<file path="config.mk">
export PLATFORM = sky130hd
export DESIGN_NAME = vpms_ctrl
export DESIGN_NICKNAME = d
export VERILOG_FILES = /design/src/rtl/core/vpms_pkg.sv /design/src/rtl/core/vpms_ctrl.sv
export SDC_FILE = /design/constraint.sdc
export NUM_CORES = 2
export LEC_CHECK = 0
export BUFFER_PORTS_ARGS = -buffer_cell sky130_fd_sc_hd__buf_2
export CAP_MARGIN = 20
export CORE_ASPECT_RATIO = 1.25
export CORE_MARGIN = 10
export CORE_UTILIZATION = 55
export CTS_CLUSTER_DIAMETER = 60
export DETAILED_ROUTE_END_ITERATION = 7
export GPL_ROUTABILITY_DRIVEN = 1
export PLACE_DENSITY = 0.79
export SYNTH_ARGS = -nofsm -noshare
export SYNTH_HDL_FRONTEND = slang
export SYNTH_SLANG_ARGS = --single-unit
</file>
<file path="constraint.sdc">
create_clock -name clk_i -period 32.1 [get_ports clk_i]
set_clock_uncertainty 0.1 [all_clocks]
set_input_delay 3.21 -clock clk_i [delete_from_list [all_inputs] [get_ports clk_i]]
set_output_delay 3.21 -clock clk_i [all_outputs]
set_load 0.05 [all_outputs]
</file>
<file path="src/rtl/core/vpms_pkg.sv">
// shared types, constants and helpers of the velocity pid block
`timescale 1ns / 1ps

package vpms_pkg;

  localparam int IN_TDATA_W  = 32;
  localparam int OUT_TDATA_W = 128;
  localparam int CFG_IDX_W   = 3;
  localparam int CFG_DATA_W  = 32;

  // statistics window, must be a power of two
  localparam int WINDOW    = 16;
  localparam int WIN_LOG2  = $clog2(WINDOW);
  localparam int FB_SUM_W  = 32 + WIN_LOG2;
  localparam int DEV_SUM_W = 31 + WIN_LOG2;

  // result queue, power of two
  localparam int FIFO_DEPTH = 16;
  localparam int FIFO_AW    = $clog2(FIFO_DEPTH);
  localparam int CNT_W      = FIFO_AW + 1;

  typedef enum logic [CFG_IDX_W-1:0] {
    REG_PROP_GAIN     = 3'd0,
    REG_INTEGRAL_GAIN = 3'd1,
    REG_DERIV_POLE    = 3'd2,
    REG_DERIV_GAIN    = 3'd3,
    REG_SETPOINT      = 3'd4,
    REG_DRIVE_MAX     = 3'd5,
    REG_DRIVE_MIN     = 3'd6,
    REG_INVERT_ERROR  = 3'd7
  } cfg_reg_e;

  localparam logic [30:0]        RST_PROP_GAIN = 31'd65536;
  localparam logic signed [31:0] RST_DRIVE_MAX = 32'sh000A_0000;
  localparam logic signed [31:0] RST_DRIVE_MIN = 32'shFFF6_0000;

  localparam logic signed [63:0] SAT_HI = 64'sh0000_0000_7FFF_FFFF;
  localparam logic signed [63:0] SAT_LO = 64'shFFFF_FFFF_8000_0000;

  typedef struct packed {
    logic [30:0]        prop_gain;
    logic [30:0]        integral_gain;
    logic [15:0]        deriv_pole;
    logic [30:0]        deriv_gain;
    logic signed [31:0] setpoint;
    logic signed [31:0] drive_max;
    logic signed [31:0] drive_min;
    logic               invert_error;
  } cfg_t;

  // error differences and feedback statistics
  typedef struct packed {
    logic signed [32:0] err;
    logic signed [33:0] diff1;
    logic signed [34:0] diff2;
    logic signed [32:0] dev_diff;
    logic signed [31:0] fb_mean;
  } b_t;

  // rounded gain products
  typedef struct packed {
    logic signed [50:0] p;
    logic signed [51:0] dd;
    logic signed [31:0] integ;
    logic [30:0]        dev;
    logic signed [31:0] fb_mean;
  } d_t;

  // clamped drive with statistics riding along
  typedef struct packed {
    logic signed [31:0] drive;
    logic [30:0]        dev;
    logic signed [31:0] fb_mean;
  } g_t;

  // result word, last field in the lowest bits
  typedef struct packed {
    logic               pad;
    logic signed [31:0] drive_mean;
    logic [30:0]        feedback_variance;
    logic signed [31:0] feedback_mean;
    logic signed [31:0] drive;
  } out_t;

  function automatic logic signed [31:0] sat32(input logic signed [63:0] v);
    logic signed [31:0] r;
    if (v > SAT_HI) begin
      r = 32'sh7FFF_FFFF;
    end else if (v < SAT_LO) begin
      r = 32'sh8000_0000;
    end else begin
      r = v[31:0];
    end
    return r;
  endfunction

endpackage

</file>
<file path="src/rtl/core/vpms_ctrl.sv">
// derivative filter, delayed integral and clamped drive recurrences
`timescale 1ns / 1ps

module vpms_ctrl import vpms_pkg::*; (
  input  logic clk_i,
  input  logic rst_ni,
  input  cfg_t cfg_i,
  input  logic valid_i,
  input  d_t   data_i,
  output logic valid_o,
  output g_t   data_o
);

  typedef struct packed {
    logic signed [51:0] pi;
    logic signed [31:0] dterm;
    logic [30:0]        dev;
    logic signed [31:0] fb_mean;
  } e_t;

  typedef struct packed {
    logic signed [52:0] x;
    logic [30:0]        dev;
    logic signed [31:0] fb_mean;
  } f_t;

  e_t                 e_d, e_q;
  f_t                 f_d, f_q;
  logic               e_valid_q, f_valid_q, g_valid_q;
  logic signed [31:0] ldt_q, integ_q, last_drive_q;
  logic [30:0]        g_dev_q;
  logic signed [31:0] g_mean_q;

  logic signed [48:0] pole_prod, pole_sum;
  logic signed [52:0] d_full;
  logic signed [53:0] v, v_hi, max_x, min_x;
  logic               over_max, under_min;
  logic signed [31:0] drive_d;

  // derivative loop: one 16x32 product per item
  always_comb begin
    pole_prod = 49'($signed({1'b0, cfg_i.deriv_pole})) * 49'(ldt_q);
    pole_sum  = pole_prod + 49'sh8000;
    d_full    = 53'($signed(pole_sum[48:16])) - 53'(data_i.dd);
    e_d.dterm = sat32(64'(d_full));
    // integral term is the one formed from the previous error
    e_d.pi      = 52'(data_i.p) + 52'(integ_q);
    e_d.dev     = data_i.dev;
    e_d.fb_mean = data_i.fb_mean;
  end

  always_comb begin
    f_d.x       = 53'(e_q.pi) + 53'(e_q.dterm);
    f_d.dev     = e_q.dev;
    f_d.fb_mean = e_q.fb_mean;
  end

  // drive loop: add to last drive, clip high first, then low
  always_comb begin
    v         = 54'(last_drive_q) + 54'(f_q.x);
    max_x     = 54'($signed(cfg_i.drive_max));
    min_x     = 54'($signed(cfg_i.drive_min));
    over_max  = v > max_x;
    v_hi      = over_max ? max_x : v;
    under_min = v_hi < min_x;
    drive_d   = under_min ? $signed(cfg_i.drive_min) : v_hi[31:0];
  end

  always_ff @(posedge clk_i or negedge rst_ni) begin
    if (!rst_ni) begin
      e_valid_q    <= 1'b0;
      f_valid_q    <= 1'b0;
      g_valid_q    <= 1'b0;
      ldt_q        <= '0;
      integ_q      <= '0;
      last_drive_q <= '0;
    end else begin
      e_valid_q <= valid_i;
      f_valid_q <= e_valid_q;
      g_valid_q <= f_valid_q;
      if (valid_i) begin
        ldt_q   <= e_d.dterm;
        integ_q <= data_i.integ;
      end
      if (f_valid_q) begin
        last_drive_q <= drive_d;
      end
    end
  end

  always_ff @(posedge clk_i) begin
    if (valid_i) begin
      e_q <= e_d;
    end
    if (e_valid_q) begin
      f_q <= f_d;
    end
    if (f_valid_q) begin
      g_dev_q  <= f_q.dev;
      g_mean_q <= f_q.fb_mean;
    end
  end

  assign valid_o        = g_valid_q;
  assign data_o.drive   = last_drive_q;
  assign data_o.dev     = g_dev_q;
  assign data_o.fb_mean = g_mean_q;

endmodule

</file>
==> out/summary.txt <==
Status = finished, final reports clean
CTS buffer count = 42
Period Utilization, post-route = 48.5%
Seq cells post-synth = 425
Syn. warnings = 0
Residual DRC = 0
Most frequent CP cell = fa_1
FF-to-FF path depth = 41
Final Hold Viols = 0
Syn Area/Cell = 9.62 um^2
H-Tree Depth = 2
Final instance area = 0.0505 mm^2
Clk buf depth = 3
Critical path's slowest cell = buf_2
Synthesized area = 0.0461 mm^2
RSZ-0062 raised after global routing = false
Synth top area cells = fa_1 (21%), edfxtp_1 (21%), ha_1 (12%)
Slew Viols, Final = 0
Post-synthesis cell type count = 76
Initial core utilization = 55.6%
DRT iter0 DRCs = 2,316
Post-synth EDFFs = 326
Area of the core = 0.0830 mm^2
Delay-heaviest family, CP = compound AO/OA/AOI/OAI gates
Top FF cell, synth = edfxtp_1
Critical path class = in -> reg
CTS tree = built
GPL Wtd Cong = 0.942
Layout fillers = 6,980
Final setup vio count = 0
WP depth = 42
Hold buffers post-CTS = 0
First-pass GRT wire length = 194,000 um
CP Data Arrival Time = 15.89 ns
Drt pass-1 iters = 6
Fmax = 0.0643 GHz
PostCTS Resize Cnt = 0
Number of global-route vias before repair = 37.0k
Register area share after synthesis = 26.6%
Cells after Synth = 4,794
Worst min path class = reg -> reg
Layout Nets = 6,434
Per-cell routed wire length = 19.7 um
Worst Tran Pin Value = 1.03 ns
Synth area leader = fa_1
Net Count, Synth = 6,150
Hold WS = 0.317 ns
DIE AREA = 0.0959 mm^2
I/O pin count = 503
Worst-path clk slew = 0.06 ns
Die X = 279 um
Clock root cell = clkbuf_16
Buf/Inv on CP = 8
Drt total wl = 122,000 um
Post-synth top cells = inv_1 (863), fa_1 (492), ha_1 (457), nand2_1 (404), edfxtp_1 (326)
Req. time, crit path = 32.43 ns
Row cnt = 118
Fin crit period = 15.56 ns
IO buf count = 376
Post-DRT Antenna Nets = 0
Max incr delay on CP = 0.61 ns
Max_cap viols = 0
Yosys top cell area share = 21.4%
Clock Latency Late Sink = 0.60 ns
Via density = 5.72
Critical Path Fanout Max = 32
GRT Resource Usage Total = 25.3%
Pre-CTS setup slack = 16.06 ns
Final global-route overflow total = 0
R2r setup slk = 18.83 ns
Startpoint Class = input port
DP Wirelength = 94,800 um
Initial antenna violation count = 19
Endpoint class of the critical path = flop
Cell depth of the worst hold path = 0
Area Overhead vs Synth = 9.39%
Slew HR = 30.4%
Largest net degree at the start of global routing = 82
Final worst slack = 16.54 ns
Async S/R FF share, synth = 23.3%
Most frequent cell after synthesis = inv_1
Die Ht = 344 um
Layout cells sized above 1 = 10.6%
CTS Sinks = 425
Via count = 35.5k
Final setup TNS = 0 ns
Dpl cell area = 0.0490 mm^2
Post-CTS setup buffer count = 0
placed cells by master (no fill, tap or decap), types with 36 or more instances in the layout:
cell type / count
and2_1: 316
nand3_1: 64
edfxtp_1: 326
inv_1: 863
nand4_1: 64
ha_1: 457
mux2_2: 47
a21oi_1: 245
xor2_1: 57
o21a_1: 41
dfrtp_1: 97
xnor2_1: 144
a21o_1: 178
buf_2: 374
clkbuf_16: 42
nand2_1: 404
fa_1: 492
nor2_1: 211
o21ai_0: 156
nor3_1: 41
o22ai_1: 36
final timing paths:
kind                                      start                          end
max                                  cfg_i[134]         ldt_q[3]$_DFFE_PN0P_
min                           f_q[23]$_DFFE_PP_       g_mean_q[23]$_DFFE_PP_
max reg2reg                ldt_q[7]$_DFFE_PN0P_         ldt_q[3]$_DFFE_PN0P_
min reg2reg                   f_q[23]$_DFFE_PP_       g_mean_q[23]$_DFFE_PP_
max in group asynchronous                rst_ni      integ_q[26]$_DFFE_PN0P_
min in group asynchronous                rst_ni  last_drive_q[5]$_DFFE_PN0P_
final cells by class:
cell class / instances / area (um^2) / share of cell area (%)
multi-input cells: 3351 / 30100 / 59.6
diodes: 13 / 32.5 / 0.0645
flip-flops and latches: 425 / 12300 / 24.3
inverters: 863 / 3240 / 6.42
clock inverters: 27 / 390 / 0.774
clock buffers: 48 / 1070 / 2.13
repair buffers: 395 / 2040 / 4.04
well taps: 1080 / 1350 / 2.68
through the flow:
stage / utilization (%) / instances
floorplan: - / 4794
global placement: 59.0 / 6114
detailed placement: 59.0 / 6114
CTS: 60.8 / 6189
global route: 60.8 / 6199
finish: 60.8 / 6202
registers in the layout (all words and copies together), names as in the netlist:
register      cells
e_valid_q         1
f_valid_q         1
ldt_q            32
g_mean_q         32
integ_q          32
e_q             147
f_q             116
valid_o           1
g_dev_q          31
last_drive_q     32
layer usage:
metal / GRT usage [%] / up-vias / share of wire [%]
met1: 31.1 / 17300 / 39
met5: 0 / - / 0.034
met2: 44.2 / 1335 / 49
met3: 4.19 / 285 / 7.5
met4: 10.1 / 6 / 4.1
li1: - / 16500 / -
logic make-up after synthesis:
kind of cell / Yosys count / share of synthesized area, %
adder cells (fa/ha/maj): 949 / 33.8
XOR/XNOR: 202 / 3.84
buffers and inverters: 1018 / 8.30
AO/OA/AOI/OAI: 895 / 12.7
flip-flops: 425 / 26.6
multiplexers: 57 / 1.36
AND/OR/NAND/NOR: 1248 / 13.4
Power is left out: the tool's default activity adds up to more than one toggle a clock period on the data nets, which glitch-free logic cannot reach.
