$ cat src/rtl/core/vpms_pkg.sv
// shared types, constants and helpers of the velocity pid block
`timescale 1ns / 1ps

package vpms_pkg;

  localparam int IN_TDATA_W  = 32;
  localparam int OUT_TDATA_W = 128;
  localparam int CFG_IDX_W   = 3;
  localparam int CFG_DATA_W  = 32;

  // statistics window, must be a power of two
  localparam int WINDOW    = 16;
  localparam int WIN_LOG2  = $clog2(WINDOW);
  localparam int FB_SUM_W  = 32 + WIN_LOG2;
  localparam int DEV_SUM_W = 31 + WIN_LOG2;

  // result queue, power of two
  localparam int FIFO_DEPTH = 16;
  localparam int FIFO_AW    = $clog2(FIFO_DEPTH);
  localparam int CNT_W      = FIFO_AW + 1;

  typedef enum logic [CFG_IDX_W-1:0] {
    REG_PROP_GAIN     = 3'd0,
    REG_INTEGRAL_GAIN = 3'd1,
    REG_DERIV_POLE    = 3'd2,
    REG_DERIV_GAIN    = 3'd3,
    REG_SETPOINT      = 3'd4,
    REG_DRIVE_MAX     = 3'd5,
    REG_DRIVE_MIN     = 3'd6,
    REG_INVERT_ERROR  = 3'd7
  } cfg_reg_e;

  localparam logic [30:0]        RST_PROP_GAIN = 31'd65536;
  localparam logic signed [31:0] RST_DRIVE_MAX = 32'sh000A_0000;
  localparam logic signed [31:0] RST_DRIVE_MIN = 32'shFFF6_0000;

  localparam logic signed [63:0] SAT_HI = 64'sh0000_0000_7FFF_FFFF;
  localparam logic signed [63:0] SAT_LO = 64'shFFFF_FFFF_8000_0000;

  typedef struct packed {
    logic [30:0]        prop_gain;
    logic [30:0]        integral_gain;
    logic [15:0]        deriv_pole;
    logic [30:0]        deriv_gain;
    logic signed [31:0] setpoint;
    logic signed [31:0] drive_max;
    logic signed [31:0] drive_min;
    logic               invert_error;
  } cfg_t;

  // error differences and feedback statistics
  typedef struct packed {
    logic signed [32:0] err;
    logic signed [33:0] diff1;
    logic signed [34:0] diff2;
    logic signed [32:0] dev_diff;
    logic signed [31:0] fb_mean;
  } b_t;

  // rounded gain products
  typedef struct packed {
    logic signed [50:0] p;
    logic signed [51:0] dd;
    logic signed [31:0] integ;
    logic [30:0]        dev;
    logic signed [31:0] fb_mean;
  } d_t;

  // clamped drive with statistics riding along
  typedef struct packed {
    logic signed [31:0] drive;
    logic [30:0]        dev;
    logic signed [31:0] fb_mean;
  } g_t;

  // result word, last field in the lowest bits
  typedef struct packed {
    logic               pad;
    logic signed [31:0] drive_mean;
    logic [30:0]        feedback_variance;
    logic signed [31:0] feedback_mean;
    logic signed [31:0] drive;
  } out_t;

  function automatic logic signed [31:0] sat32(input logic signed [63:0] v);
    logic signed [31:0] r;
    if (v > SAT_HI) begin
      r = 32'sh7FFF_FFFF;
    end else if (v < SAT_LO) begin
      r = 32'sh8000_0000;
    end else begin
      r = v[31:0];
    end
    return r;
  endfunction

endpackage

$ cat src/rtl/core/vpms_front.sv
// error forming, error history and feedback window statistics
`timescale 1ns / 1ps

module vpms_front import vpms_pkg::*; (
  input  logic               clk_i,
  input  logic               rst_ni,
  input  cfg_t               cfg_i,
  input  logic               valid_i,
  input  logic signed [31:0] fb_i,
  output logic               valid_o,
  output b_t                 data_o
);

  logic signed [32:0]          err_raw, err;
  logic signed [33:0]          diff1;
  logic signed [34:0]          diff2;
  logic signed [32:0]          dev_diff;
  logic signed [FB_SUM_W-1:0]  fb_sum_d;
  logic signed [31:0]          fb_mean_d;

  logic signed [32:0]          last_err_q, prev_err_q;
  logic signed [FB_SUM_W-1:0]  fb_sum_q;
  logic signed [31:0]          fb_mean_q;
  logic signed [31:0]          fb_win_q [WINDOW];
  logic                        valid_q;
  b_t                          data_q;

  always_comb begin
    err_raw  = 33'($signed(cfg_i.setpoint)) - 33'(fb_i);
    err      = cfg_i.invert_error ? -err_raw : err_raw;
    diff1    = 34'(err) - 34'(last_err_q);
    diff2    = 35'(err) - (35'(last_err_q) <<< 1) + 35'(prev_err_q);
    // deviation about the mean held before this sample
    dev_diff = 33'(fb_i) - 33'(fb_mean_q);
    fb_sum_d = fb_sum_q + FB_SUM_W'(fb_i) - FB_SUM_W'(fb_win_q[WINDOW-1]);
    fb_mean_d = fb_sum_d[FB_SUM_W-1:WIN_LOG2];
  end

  always_ff @(posedge clk_i or negedge rst_ni) begin
    if (!rst_ni) begin
      valid_q    <= 1'b0;
      last_err_q <= '0;
      prev_err_q <= '0;
      fb_sum_q   <= '0;
      fb_mean_q  <= '0;
      for (int i = 0; i < WINDOW; i++) begin
        fb_win_q[i] <= '0;
      end
    end else begin
      valid_q <= valid_i;
      if (valid_i) begin
        prev_err_q  <= last_err_q;
        last_err_q  <= err;
        fb_sum_q    <= fb_sum_d;
        fb_mean_q   <= fb_mean_d;
        fb_win_q[0] <= fb_i;
        for (int i = 1; i < WINDOW; i++) begin
          fb_win_q[i] <= fb_win_q[i-1];
        end
      end
    end
  end

  always_ff @(posedge clk_i) begin
    if (valid_i) begin
      data_q.err      <= err;
      data_q.diff1    <= diff1;
      data_q.diff2    <= diff2;
      data_q.dev_diff <= dev_diff;
      data_q.fb_mean  <= fb_mean_d;
    end
  end

  assign valid_o = valid_q;
  assign data_o  = data_q;

endmodule

$ cat config.mk
export PLATFORM = sky130hd
export DESIGN_NAME = vpms_front
export DESIGN_NICKNAME = d
export VERILOG_FILES = /design/src/rtl/core/vpms_pkg.sv /design/src/rtl/core/vpms_front.sv
export SDC_FILE = /design/constraint.sdc
export NUM_CORES = 1
export LEC_CHECK = 0
export BUFFER_PORTS_ARGS = -buffer_cell sky130_fd_sc_hd__buf_2
export CORE_UTILIZATION = 30
export DETAILED_ROUTE_END_ITERATION = 10
export RECOVER_POWER = 100
export SLEW_MARGIN = 20
export SYNTH_ARGS = -nofsm -noshare
export SYNTH_HDL_FRONTEND = slang
export SYNTH_SLANG_ARGS = --single-unit
$ cat constraint.sdc
create_clock -name clk_i -period 4.62 [get_ports clk_i]
set_clock_uncertainty 0.15 [all_clocks]
set_input_delay 1.155 -clock clk_i [delete_from_list [all_inputs] [get_ports clk_i]]
set_output_delay 1.155 -clock clk_i [all_outputs]
set_load 0.005 [all_outputs]
==> flow_summary.yaml <==
logic_synthesis:
  synth_area_leaders: "dfrtp_1 40%, mux2_2 16%, edfxtp_1 13%"
  yosysWarnings: 0
  synth_fa_ha_area_share_pct: 9.13
  synth_top_family_by_area: "multiplexers"
  synth_flop_cell: "dfrtp_1"
  yosysSeqAreaShare_pct: 52.7
  synth_mux_area_share_pct: 16.4
  ys_ff_latch: 782
  ys_top_cells_by_count: "615 x dfrtp_1, 560 x mux2_2, 233 x inv_1, 169 x ha_1, 167 x edfxtp_1"
  synthMostInstantiatedCell: "dfrtp_1"
  synth-simple-area-share_pct: 5.82
  async_reset_ff_share_pct: 78.6
  synth_edf_count: 167
  yosys.area.top_type: "dfrtp_1"
  synth-xor-area-share_pct: 3.72
  synth.distinct_cells: 81
  synth_nets: 3551
  synth_area_per_cell_sq_um: 12.6
  netlist_instances: 3070
  synth_top_area_share_pct: 39.7
  syn_area_sq_mm: 0.0387
  synth_compound_area_share_pct: 9.12
pwr:
  vdd_drop_max_uv: 396
  power_density_mw_per_mm2: 793
  leakagePower_nw: 22.9
global_routing:
  grt_use_total_pct: 15.1
  grt_pass1_vias: 27100
  grt_max_degree: 126
  overflow: 0
  grt_pass1_wl_mm: 154
  antenna_found_initial: 21
drt:
  vias_per_cell: 4.66
  wl_mm: 98.4
  routedWlPerCell_um: 17.3
  post-route-drc-count: 0
  vias: 26500
  firstDrtPassIters: 5
  drtIter0Drc: 1256
  ant_nets: 0
timing:
  fin_crit_ps: 6150
  fin_crit_sh_pct: 133
  worst_slew_pin_slew_ps: 2600
  hold_violations: 0
  rsz0062_at_grt: "yes"
  fin_ws_ps: -1530
  relSlewSlack_pct: -73.4
  setup_violations: 49
  max_freq_ghz: 0.162
  holdWs_ps: 335
  report.final.slew_viol_count: 202
hold_path:
  hp-class: "register to register"
  min_to: "fb_win_q[31]"
  min_path_cells: 2
  hold_start: "fb_win_q[63]"
die:
  core_area_sq_mm: 0.128
  dieArea_sq_mm: 0.131
  fp.dieH_um: 361
  fp.dieW_um: 361
  rows: 131
  ioPinCount: 409
  initial_core_util_pct: 30.3
cells_and_area:
  multi_input_area_sq_mm: 0.0184
  area_growth_pct: 31.4
  regArea_sq_mm: 0.0204
  nets: 4439
  drive_gt1_share_pct: 44.8
  nFillCells: 12200
status:
  status: "finished, violations left"
  violations: "capacitance limit, slew limit, setup timing"
clock_network:
  clock_latency_ps: 690
  numCtsBuffers: 83
  cts_sinks: 782
  cts-root-buf: "clkbuf_16"
  holdBufCountCts: 0
  path_clk_slew_ps: 60
  cts_tree: "built"
  htree_levels: 3
  clk_path_buf_depth: 3
critical_path:
  r2r_setup_slack_ps: 620
  r2r_end: "data_o[31]"
  worstReg2RegStart: "fb_sum_q[8]"
  critPathRequiredTime_ps: 4900
  r2r_cells: 18
  crit_path_end_kind: "register"
  criticalPathCategory: "primary input to register"
  crit_fanout: 4
  crit_arrival_ps: 6430
  start_kind: "primary input"
placement:
  io_buffers: 235
  post-place-ws_ps: -2470
  hpwl_mm: 75.4
  gp_congestion: 0.890
job:
  max-cap-violations: 4
power by group:
group,total [mW],internal [mW],switching [mW]
combinational,21.9,11.3,10.6
sequential,11.8,10.6,1.29
clock,6.67,3.85,2.82
total,40.4,25.7,14.7
metal layers:
metal  track usage (%)  vias to the layer above  share of wire, %
met4              5.73                       18               3.2
met5                 0                        -              0.10
li1                  -                    12700                 -
met3              3.39                      166               5.1
met2              24.7                      431                47
met1              19.4                    13200                44
repair_timing:
action,CTS,global route
setup buffers,29,12
resized for setup,115,92
pin swaps,97,56
endpoints found under the setup margin,56,62
worst max-delay path, stage by stage:
cell and delay, ps:
buf_6 90, clkinvlp_4 130, ha_1 290, nor2b_2 160
o21a_1 180, or4_1 460, a21o_1 220, or4_4 540
nand4b_4 210, buf_4 160, o21ai_2 120, xnor2_1 130
buf_4 150, fa_1 420, ha_1 310, a21o_1 180
a21o_1 190, a21o_1 190, a221oi_2 280, nand4_1 210
nand3_2 150, a31oi_4 100, o21a_1 210, nor2_2 120
xnor2_1 60
sequential cells by signal, summed over array words and instances, names as in the netlist:
register / cells
fb_win_q: 512
valid_o: 1
prev_err_q: 33
fb_sum_q: 36
last_err_q: 33
data_o: 167
worst max path at each step:
stage / startpoint / end / slack (ps) / cells past startpoint
floorplan: cfg_i[65] / data_o[99] / -1900 / 25
global placement: cfg_i[65] / data_o[99] / -2330 / 26
finish: fb_i[1] / data_o[98] / -1530 / 25
detailed placement: cfg_i[65] / data_o[99] / -2470 / 26
CTS: cfg_i[65] / data_o[99] / -1440 / 28
global route: cfg_i[65] / data_o[98] / -1700 / 29
final cells by class:
class	count	area share [%]
Clock inverter	29	0.656
Multi-Input combinational cell	1963	36.1
Tap cell	1662	4.08
Antenna cell	7	0.0344
Inverter	233	1.78
Sequential cell	782	40.1
Timing Repair Buffer	895	12.5
Clock buffer	121	4.76
metrics by stage:
| step | area (sq um) | cells | utilization [%] | setup TNS (ps) | power, mW |
|---|---|---|---|---|---|
| 2_1_floorplan | 39100 | 3070 | - | -54600 | 22.6 |
| 3_3_place_gp | 46900 | 5496 | 36.7 | -116780 | 32.1 |
| 3_5_place_dp | 46900 | 5496 | 36.7 | -123300 | 32.4 |
| 4_1_cts | 50400 | 5673 | 39.4 | -45470 | 40.1 |
| 5_1_grt | 50900 | 5689 | 39.8 | -55980 | 43.4 |
| 6_report | 50900 | 5692 | 39.8 | -48030 | 40.4 |
cell usage in the layout (no fill, tap or decap), drive strengths merged, types with 6 or more instances in the layout:
master and n:
nor4 7, diode 7, clkbuf 132, and2 12, o22ai 6, or3 18
nand3 37, or2 8, clkinv 21, o31ai 13, inv 234, nand2b 27
a21o 71, nor2b 11, a221oi 8, edfxtp 167, o21ai 132, a21oi 138
o21a 29, a31oi 17, dfrtp 615, o211ai 20, xor2 43, nand4 15
and3 21, xnor2 119, buf 884, mux2 562, a211oi 27, nand2 137
a211o 9, nor2 103, fa 71, o21bai 24, ha 169, nor3 38
cell families (layout without fill, tap and decap cells):
group / after synthesis / in the layout
flip-flops: 782 / 782
other: 0 / 7
AO/OA/AOI/OAI: 545 / 545
AND/OR/NAND/NOR: 452 / 452
adder cells (fa/ha/maj): 240 / 240
buffers and inverters: 325 / 1278
XOR/XNOR: 163 / 163
multiplexers: 563 / 563
Note: power is estimated with default switching activity, not from simulation.
