### src/rtl/core/vpms_pkg.sv
// shared types, constants and helpers of the velocity pid block
`timescale 1ns / 1ps

package vpms_pkg;

  localparam int IN_TDATA_W  = 32;
  localparam int OUT_TDATA_W = 128;
  localparam int CFG_IDX_W   = 3;
  localparam int CFG_DATA_W  = 32;

  // statistics window, must be a power of two
  localparam int WINDOW    = 16;
  localparam int WIN_LOG2  = $clog2(WINDOW);
  localparam int FB_SUM_W  = 32 + WIN_LOG2;
  localparam int DEV_SUM_W = 31 + WIN_LOG2;

  // result queue, power of two
  localparam int FIFO_DEPTH = 16;
  localparam int FIFO_AW    = $clog2(FIFO_DEPTH);
  localparam int CNT_W      = FIFO_AW + 1;

  typedef enum logic [CFG_IDX_W-1:0] {
    REG_PROP_GAIN     = 3'd0,
    REG_INTEGRAL_GAIN = 3'd1,
    REG_DERIV_POLE    = 3'd2,
    REG_DERIV_GAIN    = 3'd3,
    REG_SETPOINT      = 3'd4,
    REG_DRIVE_MAX     = 3'd5,
    REG_DRIVE_MIN     = 3'd6,
    REG_INVERT_ERROR  = 3'd7
  } cfg_reg_e;

  localparam logic [30:0]        RST_PROP_GAIN = 31'd65536;
  localparam logic signed [31:0] RST_DRIVE_MAX = 32'sh000A_0000;
  localparam logic signed [31:0] RST_DRIVE_MIN = 32'shFFF6_0000;

  localparam logic signed [63:0] SAT_HI = 64'sh0000_0000_7FFF_FFFF;
  localparam logic signed [63:0] SAT_LO = 64'shFFFF_FFFF_8000_0000;

  typedef struct packed {
    logic [30:0]        prop_gain;
    logic [30:0]        integral_gain;
    logic [15:0]        deriv_pole;
    logic [30:0]        deriv_gain;
    logic signed [31:0] setpoint;
    logic signed [31:0] drive_max;
    logic signed [31:0] drive_min;
    logic               invert_error;
  } cfg_t;

  // error differences and feedback statistics
  typedef struct packed {
    logic signed [32:0] err;
    logic signed [33:0] diff1;
    logic signed [34:0] diff2;
    logic signed [32:0] dev_diff;
    logic signed [31:0] fb_mean;
  } b_t;

  // rounded gain products
  typedef struct packed {
    logic signed [50:0] p;
    logic signed [51:0] dd;
    logic signed [31:0] integ;
    logic [30:0]        dev;
    logic signed [31:0] fb_mean;
  } d_t;

  // clamped drive with statistics riding along
  typedef struct packed {
    logic signed [31:0] drive;
    logic [30:0]        dev;
    logic signed [31:0] fb_mean;
  } g_t;

  // result word, last field in the lowest bits
  typedef struct packed {
    logic               pad;
    logic signed [31:0] drive_mean;
    logic [30:0]        feedback_variance;
    logic signed [31:0] feedback_mean;
    logic signed [31:0] drive;
  } out_t;

  function automatic logic signed [31:0] sat32(input logic signed [63:0] v);
    logic signed [31:0] r;
    if (v > SAT_HI) begin
      r = 32'sh7FFF_FFFF;
    end else if (v < SAT_LO) begin
      r = 32'sh8000_0000;
    end else begin
      r = v[31:0];
    end
    return r;
  endfunction

endpackage

### src/rtl/core/vpms_stats.sv
// deviation and drive windows, result queue and input credit count
`timescale 1ns / 1ps

module vpms_stats import vpms_pkg::*; (
  input  logic clk_i,
  input  logic rst_ni,
  input  logic valid_i,
  input  g_t   data_i,
  input  logic accept_i,
  output logic in_ready_o,
  output logic out_valid_o,
  input  logic out_ready_i,
  output out_t out_o
);

  logic [DEV_SUM_W-1:0]       dev_sum_q, dev_sum_d;
  logic signed [FB_SUM_W-1:0] drv_sum_q, drv_sum_d;
  logic [30:0]                dev_win_q [WINDOW];
  logic signed [31:0]         drv_win_q [WINDOW];

  out_t                       res;
  out_t                       fifo_q [FIFO_DEPTH];
  logic [FIFO_AW-1:0]         wr_ptr_q, rd_ptr_q;
  logic [CNT_W-1:0]           cnt_q, occ_q;
  logic                       pop;

  always_comb begin
    dev_sum_d = dev_sum_q + DEV_SUM_W'(data_i.dev) - DEV_SUM_W'(dev_win_q[WINDOW-1]);
    drv_sum_d = drv_sum_q + FB_SUM_W'(data_i.drive) - FB_SUM_W'(drv_win_q[WINDOW-1]);
    res.pad               = 1'b0;
    res.drive             = data_i.drive;
    res.feedback_mean     = data_i.fb_mean;
    res.feedback_variance = dev_sum_d[DEV_SUM_W-1:WIN_LOG2];
    res.drive_mean        = drv_sum_d[FB_SUM_W-1:WIN_LOG2];
  end

  assign pop         = out_valid_o && out_ready_i;
  assign out_valid_o = cnt_q != '0;
  assign out_o       = fifo_q[rd_ptr_q];
  // every accepted item owns a queue slot until it is delivered
  assign in_ready_o  = occ_q != CNT_W'(FIFO_DEPTH);

  always_ff @(posedge clk_i or negedge rst_ni) begin
    if (!rst_ni) begin
      dev_sum_q <= '0;
      drv_sum_q <= '0;
      for (int i = 0; i < WINDOW; i++) begin
        dev_win_q[i] <= '0;
        drv_win_q[i] <= '0;
      end
    end else if (valid_i) begin
      dev_sum_q    <= dev_sum_d;
      drv_sum_q    <= drv_sum_d;
      dev_win_q[0] <= data_i.dev;
      drv_win_q[0] <= data_i.drive;
      for (int i = 1; i < WINDOW; i++) begin
        dev_win_q[i] <= dev_win_q[i-1];
        drv_win_q[i] <= drv_win_q[i-1];
      end
    end
  end

  always_ff @(posedge clk_i or negedge rst_ni) begin
    if (!rst_ni) begin
      wr_ptr_q <= '0;
      rd_ptr_q <= '0;
      cnt_q    <= '0;
      occ_q    <= '0;
    end else begin
      if (valid_i) begin
        wr_ptr_q <= wr_ptr_q + 1'b1;
      end
      if (pop) begin
        rd_ptr_q <= rd_ptr_q + 1'b1;
      end
      unique case ({valid_i, pop})
        2'b10:   cnt_q <= cnt_q + 1'b1;
        2'b01:   cnt_q <= cnt_q - 1'b1;
        default: cnt_q <= cnt_q;
      endcase
      unique case ({accept_i, pop})
        2'b10:   occ_q <= occ_q + 1'b1;
        2'b01:   occ_q <= occ_q - 1'b1;
        default: occ_q <= occ_q;
      endcase
    end
  end

  always_ff @(posedge clk_i) begin
    if (valid_i) begin
      fifo_q[wr_ptr_q] <= res;
    end
  end

endmodule

### config.mk
export PLATFORM = sky130hd
export DESIGN_NAME = vpms_stats
export DESIGN_NICKNAME = d
export VERILOG_FILES = /design/src/rtl/core/vpms_pkg.sv /design/src/rtl/core/vpms_stats.sv
export SDC_FILE = /design/constraint.sdc
export NUM_CORES = 2
export LEC_CHECK = 0
export ABC_CLOCK_PERIOD_IN_PS = 9850
export BUFFER_PORTS_ARGS = -buffer_cell sky130_fd_sc_hd__buf_4
export CORE_MARGIN = 2
export CORE_UTILIZATION = 45
export CTS_BUF_LIST = sky130_fd_sc_hd__clkbuf_8 sky130_fd_sc_hd__clkbuf_16
export DETAILED_ROUTE_END_ITERATION = 8
export HOLD_SLACK_MARGIN = 0.05
export MAX_ROUTING_LAYER = met4
export PLACE_DENSITY = 0.73
export SYNTH_ARGS = -nofsm -noshare
export SYNTH_HDL_FRONTEND = slang
export SYNTH_SLANG_ARGS = --single-unit
export TNS_END_PERCENT = 10
### constraint.sdc
create_clock -name clk_i -period 9.85 [get_ports clk_i]
set_input_delay 0.985 -clock clk_i [delete_from_list [all_inputs] [get_ports clk_i]]
set_output_delay 0.985 -clock clk_i [all_outputs]
set_load 0.05 [all_outputs]
==> impl_metrics.ini <==
[floorplanning]
die_x_um = 527
rows = 191
die_h_um = 527
die_area_um2 = 278000
pin_count = 230
core-area_um2 = 271000
start_util = 0.453

[detailed_routing]
routed_wl_um = 260000
dr.pass1.iters = 6
avgViaCountPerCell = 5.64
vias = 58817
ant_nets = 0
drcViolationCount = 0
wl_per_cell_um = 25.0
drt_iter0_drc = 5590

[synthesis]
async_flop_share = 0.351
synth_top_flop_cell = edfxtp_1
ys_seq_area_frac = 0.719
syn_nets = 6488
avgSynthCellArea_um2 = 19.7
yosysWarnings = 0
synthesis.instances = 6235
synth-edff-count = 2032
ys_types = 69
yosys_register_bits = 3129
syn_area_um2 = 123000

[setup_path]
required_ps = 8870
crit_path_start_kind = flip-flop
cp-end-kind = output pin
arrival_ps = 4820
critPathKind = flip-flop to output pin
cp_max_fo = 85

[sta]
worst-slew-pin-transition_ps = 1340
hold_viol_final = 0
hold-worst-slack_ps = 174
period_needed_ps = 5810
setup_slack_ps = 4040
period_share = 0.589
max_freq_ghz = 0.172
setup_viol = 0
finClkSkew_ps = 75.2
slew_violations = 0
grt_setup_unrepaired = false
max_slew_margin = 0.0985

[cells_and_area]
area_growth_syn_to_layout_pct = 13.9
fin_cells = 10426
finalNetCount = 6838
seq_area_um2 = 88500
fillers = 20741
drive_gt1_frac = 0.365
multi_input_area_um2 = 32500
fin_area_um2 = 140000

[global_routing]
grtUsageTotal = 0.193
grt_max_degree = 216
grt_pass1_wl_um = 392000
gr-total-overflow = 0
grt_pass1_vias = 61030
antenna_found_initial = 11

[clock_tree]
cts_hold_buffers = 0
cts_tree = done
path_clk_slew_ps = 60
post_cts_resized = 0
postCtsSetupBuffers = 0
clock-root-buffer = clkbuf_16
numCtsBuffers = 320
clkSinkCount = 3129
ctsLongestPathBuffers = 4
clk_latency_ps = 930
cts_max_level = 5

[place]
dp_slack_ps = 4350
place_inst = 9833
portBuffers = 228
gp_congestion = 0.857
dpl_cell_area_um2 = 129000
place_hpwl_um = 140000

[status]
outcome = completed

[flow_run]
max_cap_viol_count = 0

[worst_hold_path]
hold_path.class = input port to asynchronous set/reset pin
Yosys cell counts, types with 4 or more instances:
library cell | count | area (µm²)
a211oi_1 | 23 | 173
a21o_1 | 40 | 300
a21oi_1 | 95 | 475
a31oi_1 | 12 | 75.1
and3_1 | 4 | 25.0
buf_1 | 58 | 218
buf_2 | 12 | 60.1
clkbuf_1 | 233 | 875
dfrtp_1 | 1097 | 27500
edfxtp_1 | 2032 | 61000
fa_1 | 68 | 1360
ha_1 | 85 | 1060
inv_1 | 288 | 1080
mux2_2 | 1027 | 11600
mux2i_1 | 19 | 190
mux4_2 | 619 | 13900
nand2_1 | 103 | 387
nand3_1 | 23 | 115
nand4_1 | 22 | 138
nor2_1 | 66 | 248
nor2b_1 | 21 | 131
nor3_1 | 19 | 95.1
o211ai_1 | 9 | 67.6
o21a_1 | 11 | 82.6
o21ai_0 | 78 | 390
o21bai_1 | 15 | 113
o311ai_0 | 4 | 35.0
o31ai_1 | 6 | 45.0
or2_2 | 4 | 25.0
or4_1 | 4 | 30.0
xnor2_1 | 49 | 429
xor2_1 | 33 | 289
metrics by stage:
stage	utilization	setup TNS, ps
after floorplan	-	-662950
after CTS	0.516	0
after detailed placement	0.477	0
after global placement	0.477	0
after global routing	0.516	0
final	0.516	0
cells in the final DEF (no fill, tap or decap), types with 78 or more instances in the layout:
cell type,n
clkbuf_16,326
o21ai_0,78
ha_1,85
buf_4,304
nand2_1,103
edfxtp_1,2032
dfrtp_1,1093
mux2_2,1027
a21oi_1,95
mux4_2,619
inv_1,350
worst max-delay path, stage by stage, from the launching register on:
cell     delay, ps
dfrtp_4        830
buf_12         550
buf_4          780
mux4_2         610
mux4_2         620
buf_4          250
worst paths after layout:
kind	cells past startpoint	endpoint	from	slack, ps
max	5	out_o[67]	rd_ptr_q[0]	4040
min	1	dev_win_q[150]	rst_ni	170
max reg2reg	12	fifo_q[3][93]	dev_sum_q[2]	5120
min reg2reg	1	drv_win_q[215]	drv_win_q[247]	450
max in group asynchronous	3	drv_win_q[113]	rst_ni	7240
min in group clk_i	2	dev_win_q[488]	data_i[55]	350
logic make-up after synthesis:
| group | after synthesis | synth area share |
|---|---|---|
| AOI/OAI and AO/OA | 326 | 0.0172 |
| other | 1 | 0.0000305 |
| adders and majority gates | 153 | 0.0197 |
| and+or+nand+nor | 285 | 0.0108 |
| buffers and inverters | 594 | 0.0183 |
| DFF | 3129 | 0.719 |
| xor gates and xnor gates | 82 | 0.00584 |
| muxes | 1665 | 0.209 |
layer usage:
layer	wire length, µm	track usage	vias to the layer above
li1	-	-	24975
met1	108000	0.261	31479
met2	128000	0.305	1996
met3	18400	0.0321	367
met4	6210	0.0494	0
met5	0	-	-
state kept, by name, summed over array words and instances (netlist names):
name and count:
dev_win_q 496, fifo_q 2032, cnt_q 5, dev_sum_q 35, drv_sum_q 36, drv_win_q 512
wr_ptr_q 4, occ_q 5, rd_ptr_q 4
layout make-up:
| type | count | share of cell area |
|---|---|---|
| timing repair buffer | 333 | 0.0204 |
| sequential | 3129 | 0.632 |
| clock inverter | 231 | 0.0160 |
| antenna | 17 | 0.000304 |
| clock buffer | 345 | 0.0601 |
| tap | 3570 | 0.0319 |
| inverter | 289 | 0.00774 |
| multi-input combinational | 2512 | 0.232 |
Power is left out: the tool's default activity adds up to more than one toggle a clock period on the data nets, which glitch-free logic cannot reach.
